===== src/rtl/core/max_heap_priority_queue_unit_defines.svh =====
// Assertion macros shared by the max-heap priority queue RTL.
// Each macro expects clk and rst_n in scope; no other dependencies.
`ifndef MAX_HEAP_PRIORITY_QUEUE_UNIT_DEFINES_SVH
`define MAX_HEAP_PRIORITY_QUEUE_UNIT_DEFINES_SVH

// Property checked at every edge outside reset
`define MHPQ_ASSERT(label, prop, msg) \
    label: assert property (@(posedge clk) disable iff (!rst_n) (prop)) \
        else $error(msg);

// Consequent checked in the cycle after the antecedent
`define MHPQ_ASSERT_NEXT(label, ante, cons, msg) \
    label: assert property (@(posedge clk) disable iff (!rst_n) (ante) |=> (cons)) \
        else $error(msg);

`endif


===== src/rtl/core/mhpq_pkg.sv =====
// Package for the max-heap priority queue: widths, codes, datapath ops, status struct.
// No dependencies.
package mhpq_pkg;

    localparam int CAPACITY_DEF = 64;
    localparam int KEY_W        = 32;
    localparam int STATUS_W     = 2;
    localparam int COUNT_OUT_W  = 7;

    // Item mode codes
    localparam logic MODE_INSERT = 1'b0;
    localparam logic MODE_REMOVE = 1'b1;

    // Result status codes
    localparam logic [STATUS_W-1:0] STATUS_OK    = 2'd0;
    localparam logic [STATUS_W-1:0] STATUS_FULL  = 2'd1;
    localparam logic [STATUS_W-1:0] STATUS_EMPTY = 2'd2;

    // Operations the controller asks of the datapath
    typedef enum logic [3:0] {
        OP_IDLE,
        OP_LOAD,
        OP_PLACE,
        OP_UP_READ,
        OP_UP_CMP,
        OP_DN_TAKE,
        OP_DN_READ,
        OP_DN_CMP,
        OP_POST
    } dp_op_t;

    // Datapath status seen by the controller
    typedef struct packed {
        logic empty;
        logic full;
        logic at_root;
        logic up_stop;
        logic dn_leaf;
        logic dn_stop;
        logic out_full;
    } dp_stat_t;

endpackage


===== src/rtl/core/mhpq_in_if.sv =====
// Request channel of the priority queue: valid/ready plus mode and key.
// Depends on mhpq_pkg.
interface mhpq_in_if;
    import mhpq_pkg::*;

    logic                    valid;
    logic                    ready;
    logic                    mode;
    logic signed [KEY_W-1:0] key;

    modport source (output valid, mode, key, input ready);
    modport sink   (input valid, mode, key, output ready);
endinterface


===== src/rtl/core/mhpq_out_if.sv =====
// Response channel of the priority queue: valid/ready plus result fields.
// Depends on mhpq_pkg.
interface mhpq_out_if;
    import mhpq_pkg::*;

    logic                    valid;
    logic                    ready;
    logic signed [KEY_W-1:0] removed_key;
    logic [STATUS_W-1:0]     status;
    logic [COUNT_OUT_W-1:0]  count_after;

    modport source (output valid, removed_key, status, count_after, input ready);
    modport sink   (input valid, removed_key, status, count_after, output ready);
endinterface


===== src/rtl/core/mhpq_datapath.sv =====
// Datapath: heap store memory, entry count, sift position, moving key, result register.
// Depends on mhpq_pkg and max_heap_priority_queue_unit_defines.svh.
`include "max_heap_priority_queue_unit_defines.svh"

module mhpq_datapath
    import mhpq_pkg::*;
#(
    parameter int CAPACITY = CAPACITY_DEF
)
(
    input  logic                       clk,
    input  logic                       rst_n,
    input  dp_op_t                     op,
    output dp_stat_t                   stat,
    input  logic                       in_mode,
    input  logic signed [KEY_W-1:0]    in_key,
    input  logic                       out_ready,
    output logic                       out_valid,
    output logic signed [KEY_W-1:0]    out_key,
    output logic [STATUS_W-1:0]        out_status,
    output logic [COUNT_OUT_W-1:0]     out_count
);

    localparam int CNT_W = $clog2(CAPACITY + 1);
    localparam logic [CNT_W-1:0] CAP_CNT = CNT_W'(CAPACITY);
    localparam logic [CNT_W-1:0] ROOT    = CNT_W'(1);

    // Store at positions 1..CAPACITY; position 0 unused
    logic signed [KEY_W-1:0] heap_mem [0:CAPACITY];

    logic [CNT_W-1:0]        count_reg, count_next;
    logic [CNT_W-1:0]        pos_reg, pos_next;
    logic signed [KEY_W-1:0] cur_key_reg, cur_key_next;
    logic signed [KEY_W-1:0] removed_reg, removed_next;
    logic [STATUS_W-1:0]     status_reg, status_next;
    logic signed [KEY_W-1:0] rd_a_reg, rd_b_reg;

    logic                    out_valid_reg;
    logic signed [KEY_W-1:0] out_key_reg;
    logic [STATUS_W-1:0]     out_status_reg;
    logic [COUNT_OUT_W-1:0]  out_count_reg;

    logic                    wr_en, rd_en;
    logic [CNT_W-1:0]        wr_addr, rd_addr_a, rd_addr_b;
    logic signed [KEY_W-1:0] wr_data;

    // Tree neighbors of the current position
    logic [CNT_W-1:0]        parent;
    logic [CNT_W:0]          left_pos, right_pos, count_wide;
    logic                    right_ok, take_l, take_r;
    logic signed [KEY_W-1:0] best_val, dest_val;
    logic [CNT_W-1:0]        dest_pos;
    logic [CNT_W+COUNT_OUT_W-1:0] count_ext;

    assign parent     = pos_reg >> 1;
    assign left_pos   = {pos_reg, 1'b0};
    assign right_pos  = {pos_reg, 1'b1};
    assign count_wide = {1'b0, count_reg};
    assign right_ok   = (right_pos <= count_wide);
    assign count_ext  = {{COUNT_OUT_W{1'b0}}, count_reg};

    // Sift-down choice: larger child, left first, no move on equal keys
    assign take_l   = (cur_key_reg < rd_a_reg);
    assign best_val = take_l ? rd_a_reg : cur_key_reg;
    assign take_r   = right_ok && (best_val < rd_b_reg);
    assign dest_val = take_r ? rd_b_reg : rd_a_reg;
    assign dest_pos = take_r ? right_pos[CNT_W-1:0] : left_pos[CNT_W-1:0];

    // Status toward the controller
    assign stat.empty    = (count_reg == '0);
    assign stat.full     = (count_reg >= CAP_CNT);
    assign stat.at_root  = (pos_reg == ROOT);
    assign stat.up_stop  = !(rd_a_reg < cur_key_reg);
    assign stat.dn_leaf  = (left_pos > count_wide);
    assign stat.dn_stop  = !take_l && !take_r;
    assign stat.out_full = out_valid_reg && !out_ready;

    // Next-state and memory port control per operation
    always_comb
    begin
        count_next   = count_reg;
        pos_next     = pos_reg;
        cur_key_next = cur_key_reg;
        removed_next = removed_reg;
        status_next  = status_reg;
        wr_en        = 1'b0;
        wr_addr      = pos_reg;
        wr_data      = cur_key_reg;
        rd_en        = 1'b0;
        rd_addr_a    = ROOT;
        rd_addr_b    = '0;
        case (op)
            OP_LOAD:
            begin
                cur_key_next = in_key;
                removed_next = '0;
                status_next  = STATUS_OK;
                if (in_mode == MODE_INSERT)
                begin
                    if (stat.full)
                    begin
                        status_next = STATUS_FULL;
                    end
                    else
                    begin
                        count_next = count_reg + CNT_W'(1);
                        pos_next   = count_reg + CNT_W'(1);
                    end
                end
                else if (stat.empty)
                begin
                    status_next = STATUS_EMPTY;
                end
                else
                begin
                    // fetch root and last entry
                    rd_en     = 1'b1;
                    rd_addr_a = ROOT;
                    rd_addr_b = count_reg;
                end
            end
            OP_PLACE:
            begin
                wr_en = 1'b1;
            end
            OP_UP_READ:
            begin
                rd_en     = 1'b1;
                rd_addr_a = parent;
            end
            OP_UP_CMP:
            begin
                wr_en = 1'b1;
                if (!stat.up_stop)
                begin
                    wr_data  = rd_a_reg;
                    pos_next = parent;
                end
            end
            OP_DN_TAKE:
            begin
                removed_next = rd_a_reg;
                cur_key_next = rd_b_reg;
                count_next   = count_reg - CNT_W'(1);
                pos_next     = ROOT;
            end
            OP_DN_READ:
            begin
                rd_en     = 1'b1;
                rd_addr_a = left_pos[CNT_W-1:0];
                rd_addr_b = right_ok ? right_pos[CNT_W-1:0] : '0;
            end
            OP_DN_CMP:
            begin
                wr_en = 1'b1;
                if (!stat.dn_stop)
                begin
                    wr_data  = dest_val;
                    pos_next = dest_pos;
                end
            end
            default:
            begin
            end
        endcase
    end

    // Heap store: one write port, two registered read ports
    always_ff @(posedge clk)
    begin
        if (wr_en)
        begin
            heap_mem[wr_addr] <= wr_data;
        end
        if (rd_en)
        begin
            rd_a_reg <= heap_mem[rd_addr_a];
            rd_b_reg <= heap_mem[rd_addr_b];
        end
    end

    // Working registers (payload, no reset)
    always_ff @(posedge clk)
    begin
        pos_reg     <= pos_next;
        cur_key_reg <= cur_key_next;
        removed_reg <= removed_next;
        status_reg  <= status_next;
        if (op == OP_POST)
        begin
            out_key_reg    <= removed_reg;
            out_status_reg <= status_reg;
            out_count_reg  <= count_ext[COUNT_OUT_W-1:0];
        end
    end

    // Entry count and result valid
    always_ff @(posedge clk or negedge rst_n)
    begin
        if (!rst_n)
        begin
            count_reg     <= '0;
            out_valid_reg <= 1'b0;
        end
        else
        begin
            count_reg <= count_next;
            if (op == OP_POST)
            begin
                out_valid_reg <= 1'b1;
            end
            else if (out_ready)
            begin
                out_valid_reg <= 1'b0;
            end
        end
    end

    assign out_valid  = out_valid_reg;
    assign out_key    = out_key_reg;
    assign out_status = out_status_reg;
    assign out_count  = out_count_reg;

    `MHPQ_ASSERT(a_count_bound, count_reg <= CAP_CNT, "entry count above capacity")
    `MHPQ_ASSERT_NEXT(a_full_keeps_count, (op == OP_LOAD) && (in_mode == MODE_INSERT) && stat.full, $stable(count_reg), "rejected insert changed count")
    `MHPQ_ASSERT(a_post_slot_free, (op == OP_POST) |-> !(out_valid_reg && !out_ready), "result overwritten while stalled")
    `MHPQ_ASSERT(a_pos_in_range, (op == OP_UP_CMP || op == OP_DN_CMP || op == OP_PLACE) |-> (pos_reg != '0 && pos_reg <= CAP_CNT), "sift position out of range")

endmodule


===== src/rtl/core/mhpq_controller.sv =====
// Controller: sequences load, sift-up, sift-down and result posting.
// Depends on mhpq_pkg.
module mhpq_controller
    import mhpq_pkg::*;
(
    input  logic     clk,
    input  logic     rst_n,
    input  logic     in_valid,
    input  logic     in_mode,
    output logic     in_ready,
    input  dp_stat_t stat,
    output dp_op_t   op
);

    typedef enum logic [2:0] {
        S_IDLE,
        S_UP_RD,
        S_UP_CMP,
        S_DN_TAKE,
        S_DN_RD,
        S_DN_CMP,
        S_POST
    } state_t;

    state_t state_reg, state_next;

    // Op and next state
    always_comb
    begin
        op         = OP_IDLE;
        state_next = state_reg;
        case (state_reg)
            S_IDLE:
            begin
                if (in_valid)
                begin
                    op = OP_LOAD;
                    if (in_mode == MODE_INSERT)
                    begin
                        state_next = stat.full ? S_POST : S_UP_RD;
                    end
                    else
                    begin
                        state_next = stat.empty ? S_POST : S_DN_TAKE;
                    end
                end
            end
            S_UP_RD:
            begin
                op         = stat.at_root ? OP_PLACE : OP_UP_READ;
                state_next = stat.at_root ? S_POST : S_UP_CMP;
            end
            S_UP_CMP:
            begin
                op         = OP_UP_CMP;
                state_next = stat.up_stop ? S_POST : S_UP_RD;
            end
            S_DN_TAKE:
            begin
                op         = OP_DN_TAKE;
                state_next = S_DN_RD;
            end
            S_DN_RD:
            begin
                op         = stat.dn_leaf ? OP_PLACE : OP_DN_READ;
                state_next = stat.dn_leaf ? S_POST : S_DN_CMP;
            end
            S_DN_CMP:
            begin
                op         = OP_DN_CMP;
                state_next = stat.dn_stop ? S_POST : S_DN_RD;
            end
            S_POST:
            begin
                // wait for the result register to free up
                if (!stat.out_full)
                begin
                    op         = OP_POST;
                    state_next = S_IDLE;
                end
            end
            default:
            begin
                state_next = S_IDLE;
            end
        endcase
    end

    always_ff @(posedge clk or negedge rst_n)
    begin
        if (!rst_n)
        begin
            state_reg <= S_IDLE;
        end
        else
        begin
            state_reg <= state_next;
        end
    end

    assign in_ready = (state_reg == S_IDLE);

endmodule


===== src/rtl/core/max_heap_priority_queue_unit.sv =====
// Max-heap priority queue of signed 32-bit keys, CAPACITY entries.
// Channel request (valid/ready): mode 0 inserts key, mode 1 removes the largest key.
// Channel response (valid/ready): removed_key, status (ok, full, empty), count_after.
// Every request item yields exactly one response item, in order.
// One item is in work at a time; request.ready is high while the sequencer is idle.
// Rejected items (full insert, empty remove) go straight to the posting step, and the
// next item can be accepted in the cycle after the result is posted.
// Results sit in an output register: a new item is accepted while a result waits,
// and the block holds in its posting step only if the response side still stalls.
// Reset clears the entry count, the result valid flag and the control state; the store
// itself is not cleared, and only entries written since are ever used.
// Depends on mhpq_pkg, mhpq_in_if, mhpq_out_if, mhpq_controller, mhpq_datapath.
module max_heap_priority_queue_unit
    import mhpq_pkg::*;
#(
    parameter int CAPACITY = CAPACITY_DEF
)
(
    input  logic         clk,
    input  logic         rst_n,
    mhpq_in_if.sink      request,
    mhpq_out_if.source   response
);

    dp_op_t   op;
    dp_stat_t stat;

    mhpq_controller u_ctrl (
        .clk      (clk),
        .rst_n    (rst_n),
        .in_valid (request.valid),
        .in_mode  (request.mode),
        .in_ready (request.ready),
        .stat     (stat),
        .op       (op)
    );

    mhpq_datapath #(
        .CAPACITY (CAPACITY)
    ) u_dp (
        .clk        (clk),
        .rst_n      (rst_n),
        .op         (op),
        .stat       (stat),
        .in_mode    (request.mode),
        .in_key     (request.key),
        .out_ready  (response.ready),
        .out_valid  (response.valid),
        .out_key    (response.removed_key),
        .out_status (response.status),
        .out_count  (response.count_after)
    );

endmodule


===== src/flat_wrapper.sv =====
// flat-port wrapper written by rule: the top's interface ports become plain ports
module max_heap_priority_queue_unit_flat import mhpq_pkg::*;
#(
    parameter int CAPACITY = CAPACITY_DEF
)
  (clk, rst_n, request_valid, request_mode, request_key, request_ready, response_valid, response_removed_key, response_status, response_count_after, response_ready);
  mhpq_in_if request_i ();
  mhpq_out_if response_i ();
  input  logic clk;
  input  logic rst_n;
  input wire logic [$bits(request_i.valid)-1:0] request_valid;
  input wire logic [$bits(request_i.mode)-1:0] request_mode;
  input wire logic [$bits(request_i.key)-1:0] request_key;
  output wire logic [$bits(request_i.ready)-1:0] request_ready;
  output wire logic [$bits(response_i.valid)-1:0] response_valid;
  output wire logic [$bits(response_i.removed_key)-1:0] response_removed_key;
  output wire logic [$bits(response_i.status)-1:0] response_status;
  output wire logic [$bits(response_i.count_after)-1:0] response_count_after;
  input wire logic [$bits(response_i.ready)-1:0] response_ready;
  assign request_i.valid = request_valid;
  assign request_i.mode = request_mode;
  assign request_i.key = request_key;
  assign request_ready = request_i.ready;
  assign response_valid = response_i.valid;
  assign response_removed_key = response_i.removed_key;
  assign response_status = response_i.status;
  assign response_count_after = response_i.count_after;
  assign response_i.ready = response_ready;
  max_heap_priority_queue_unit #(.CAPACITY(CAPACITY)) u_core (.clk(clk), .rst_n(rst_n), .request(request_i), .response(response_i));
endmodule

===== config.mk =====
export PLATFORM = sky130hd
export DESIGN_NAME = max_heap_priority_queue_unit_flat
export DESIGN_NICKNAME = d
export VERILOG_FILES = /design/src/rtl/core/mhpq_pkg.sv /design/src/rtl/core/mhpq_in_if.sv /design/src/rtl/core/mhpq_out_if.sv /design/src/rtl/core/mhpq_datapath.sv /design/src/rtl/core/mhpq_controller.sv /design/src/rtl/core/max_heap_priority_queue_unit.sv /design/src/flat_wrapper.sv
export VERILOG_INCLUDE_DIRS = /design/src /design/src/rtl/core
export SDC_FILE = /design/constraint.sdc
export NUM_CORES = 2
export LEC_CHECK = 0
export BUFFER_PORTS_ARGS = -buffer_cell sky130_fd_sc_hd__buf_2
export CORE_ASPECT_RATIO = 1.2
export CORE_UTILIZATION = 40
export DETAILED_ROUTE_END_ITERATION = 10
export GPL_TIMING_DRIVEN = 1
export HOLD_SLACK_MARGIN = 0.06
export PLACE_DENSITY = 0.53
export SYNTH_ARGS = -nofsm -noshare
export SYNTH_HDL_FRONTEND = slang
export SYNTH_SLANG_ARGS = --single-unit

===== constraint.sdc =====
create_clock -name clk -period 9.65 [get_ports clk]
set_input_delay 0.4825 -clock clk [delete_from_list [all_inputs] [get_ports clk]]
set_output_delay 0.4825 -clock clk [all_outputs]
set_load 0.02 [all_outputs]

==> flow_summary.toml <==
[placed_design]
numPortBuffers = 79
hpwl_um = 256300
dp.cells = 12940
pre_cts_ws_ns = 1.397
gp_routability_congestion = 0.8957

[grt]
grt_max_degree = 157
grt_usage_pct = 32.56
grt_pass1_wl_um = 639300
grt-ovfl-total = 0
grt_pass1_vias = 83780
grt_antenna_before_repair = 31

[detailed_routing]
drc = 0
via_count = 88710
first_iter_violations = 14050
drtPass1Iterations = 9
routed.top_layer = "met5"
m1WireLength_um = 169000
avgRoutedWirePerCell_um = 34.54
routed_wl_um = 462900
routed_via_density = 6.619
wl_met2_um = 206600
ant_nets = 0
route.met3.wl_um = 57090

[clocking]
hold_buffers = 35
cts_sinks = 2269
post-cts-setup-buffers = 0
numCtsBuffers = 231
cts_max_level = 4
clockBufferDepth = 4
clk-insertion-delay-late_ns = 0.95
cts_tree = "built"
path_clk_slew_ns = 0.07
root_buffer = "clkbuf_16"
cts_resized = 0

[yosys]
synthXorXnorAreaFrac_pct = 0.07187
synthCells = 9761
synth_fa_ha_area_share_pct = 0.8214
yosys.area_share.simple_pct = 17.53
ys_types = 75
syn_area_mm2 = 0.1097
ys_ff_latch = 2269
yosysTopAreaCell = "edfxtp_1"
synth_top_family_by_area = "simple AND/OR/NAND/NOR gates"
synth-compound-area-share_pct = 11.36
async_flop_share_pct = 0.4848
synthTopCellsByArea = "edfxtp_1, nand2_1, nand3_1"
syn_area_per_cell_um2 = 11.24
yosysWarnings = 0
muxShareOfSynthArea_pct = 4.984
synth-edff-count = 2258
synth_top_cell_area_share_pct = 61.82
synth_nets = 9870
ys_seq_area_share_pct = 62.08
synthFlopType = "edfxtp_1"

[pwr]
ir_drop_uv = 188.5
p_leak_uw = 0.04164
power_uw = 38990
p_per_area_mw_per_mm2 = 317.2

[floorplan]
die_height_um = 575.6
start_util_pct = 40.21
rows = 210
dieArea_mm2 = 0.2763
die_w_um = 480.0
ios = 80
coreArea_mm2 = 0.2727

[finish]
largest_reg_flops = 2080
fin_cells = 13400
nNetsFinal = 9717
seq_area_mm2 = 0.06808
area_delta_synth_final_pct = 12.10
utilization_pct = 45.08
fill_cells = 24690
multi_input_area_mm2 = 0.03919
top_register = "u_core.u_dp.heap_mem"
drive_gt1_share_pct = 11.50
final_cell_mix = "nand2_1, edfxtp_1, nand3_1"
layout_commonest_cell = "nand2_1"

[worst_setup_path]
cp.required_ns = 10.42
slowest_delay_ns = 1.01
start_kind = "register"
path_class = "register to register"
path_cells = "inv_1, ha_1, nand4_1, nor2_1, a221oi_1, o211ai_1, a21oi_1, or3_1, buf_4, o221a_2, ha_1, nand4_1, nor3_1, nand3_1, a2111oi_0, a31o_2, and2_1, buf_4, a31o_2, buf_4"
critical_path_arrival_ns = 9.33
cp_num_buf_inv = 4
crit_family = "compound AO/OA/AOI/OAI gates"
critPathSlowestCell = "a31o_2"
cp_common_cell = "buf_4"
critPathCaptureType = "register"
critical_path.max_fanout = 50

[sta]
finalWorstSetupSlack_ns = 1.090
rsz0062_at_grt = "no"
setup_viol_count_final = 0
min_period_ns = 8.560
timing.final.crit_share_pct = 88.70
max_slew_margin_pct = -1.552
tightest_slew_ns = 1.510
fin_skew_ns = 0.06524
finalSetupTns_ns = 0
clock.fmax_mhz = 116.8
drv_slew = 2
final-hold-violation-count = 0

[status]
status = "complete, but fails checks"
violations = "capacitance limit, slew limit"

[run]
cap_violations = 1

[hold_path]
holdCritPathClass = "primary input to register"
[metal layers]
metal,global-route usage [%],vias to the layer above
li1,-,36360
met1,41.50,44170
met2,50.18,6623
met3,8.421,1532
met4,18.74,22
met5,0,-
[area by class of cell]
cell class,count,area share [%]
tap,3604,3.668
antenna,14,0.02850
inverter,83,0.2534
clock buffer,278,4.966
timing repair buffer,407,2.803
sequential,2269,55.38
multi-input combinational,6616,31.88
clock inverter,131,1.025
[worst register-to-register path: stages (launching register included)]
cell,delay (ns)
edfxtp_1,0.43
inv_1,0.06
ha_1,0.43
nand4_1,0.28
nor2_1,0.08
a221oi_1,0.46
o211ai_1,0.32
a21oi_1,0.55
or3_1,0.75
buf_4,0.41
o221a_2,0.27
ha_1,0.15
nand4_1,0.18
nor3_1,0.38
nand3_1,0.20
a2111oi_0,0.38
a31o_2,0.28
and2_1,0.97
buf_4,0.39
a31o_2,1.02
buf_4,0.43
[final timing paths]
check / cells after the start / slack, ns / from / to
hold reg to reg: 0 / 0.42 / u_core.u_dp.removed_reg[29] / u_core.u_dp.out_key[29]
min in group asynchronous: 3 / 0.64 / rst_n / u_core.u_dp.out_valid
hold / removal: 3 / 0.09 / request_key[18] / u_core.u_dp.cur_key_reg[18]
setup / recovery: 20 / 1.09 / u_core.u_dp.cur_key_reg[31] / u_core.u_dp.heap_mem[0][28]
setup reg to reg: 20 / 1.09 / u_core.u_dp.cur_key_reg[31] / u_core.u_dp.heap_mem[0][28]
max in group asynchronous: 3 / 8.61 / rst_n / u_core.u_dp.count_reg[6]
[per-stage QoR]
stage / area [um^2] / hold WS, ns
finish: 122900 / 0.08814
global route: 122900 / 0.09572
CTS: 122900 / 0.07969
detailed placement: 115200 / 0.3870
global placement: 115200 / 0.3860
floorplan: 109700 / 0.1869
[where the power goes]
group,switching [uW],internal [uW]
clock,3990,5090
combinational,11700,4190
sequential,558,13500
[cells in the mapped netlist (29+ instances only)]
library cell and number:
a2111o_1 32, a2111oi_2 29, a211oi_1 156, a21o_1 51, a21oi_1 379, a221o_1 66, a221oi_1 100, a22o_1 30
a22oi_1 71, a311oi_1 75, a31o_2 32, a31oi_1 292, a32o_1 29, a32oi_1 39, and2_1 34, and3_1 229
buf_1 67, buf_2 81, clkbuf_1 632, edfxtp_1 2258, ha_1 72, inv_1 81, mux2i_1 113, mux4_2 192
nand2_1 2955, nand3_1 1001, nor2_1 122, nor3_1 47, nor4_1 67, o2111ai_1 33, o21ai_0 91, o221a_2 31
o221ai_1 31, o22ai_1 73, o31ai_1 30
[logic make-up (layout without fill, tap and decap cells)]
group           Yosys count  count (layout)
xor+xnor                  9               9
other cells               0              14
fa+ha+maj                72              72
simple gates           4504            4504
mux                     306             306
compound gates         1725            1725
buf+inv                 876             899
flops                  2269            2269
(Power assumes the default switching activity.)
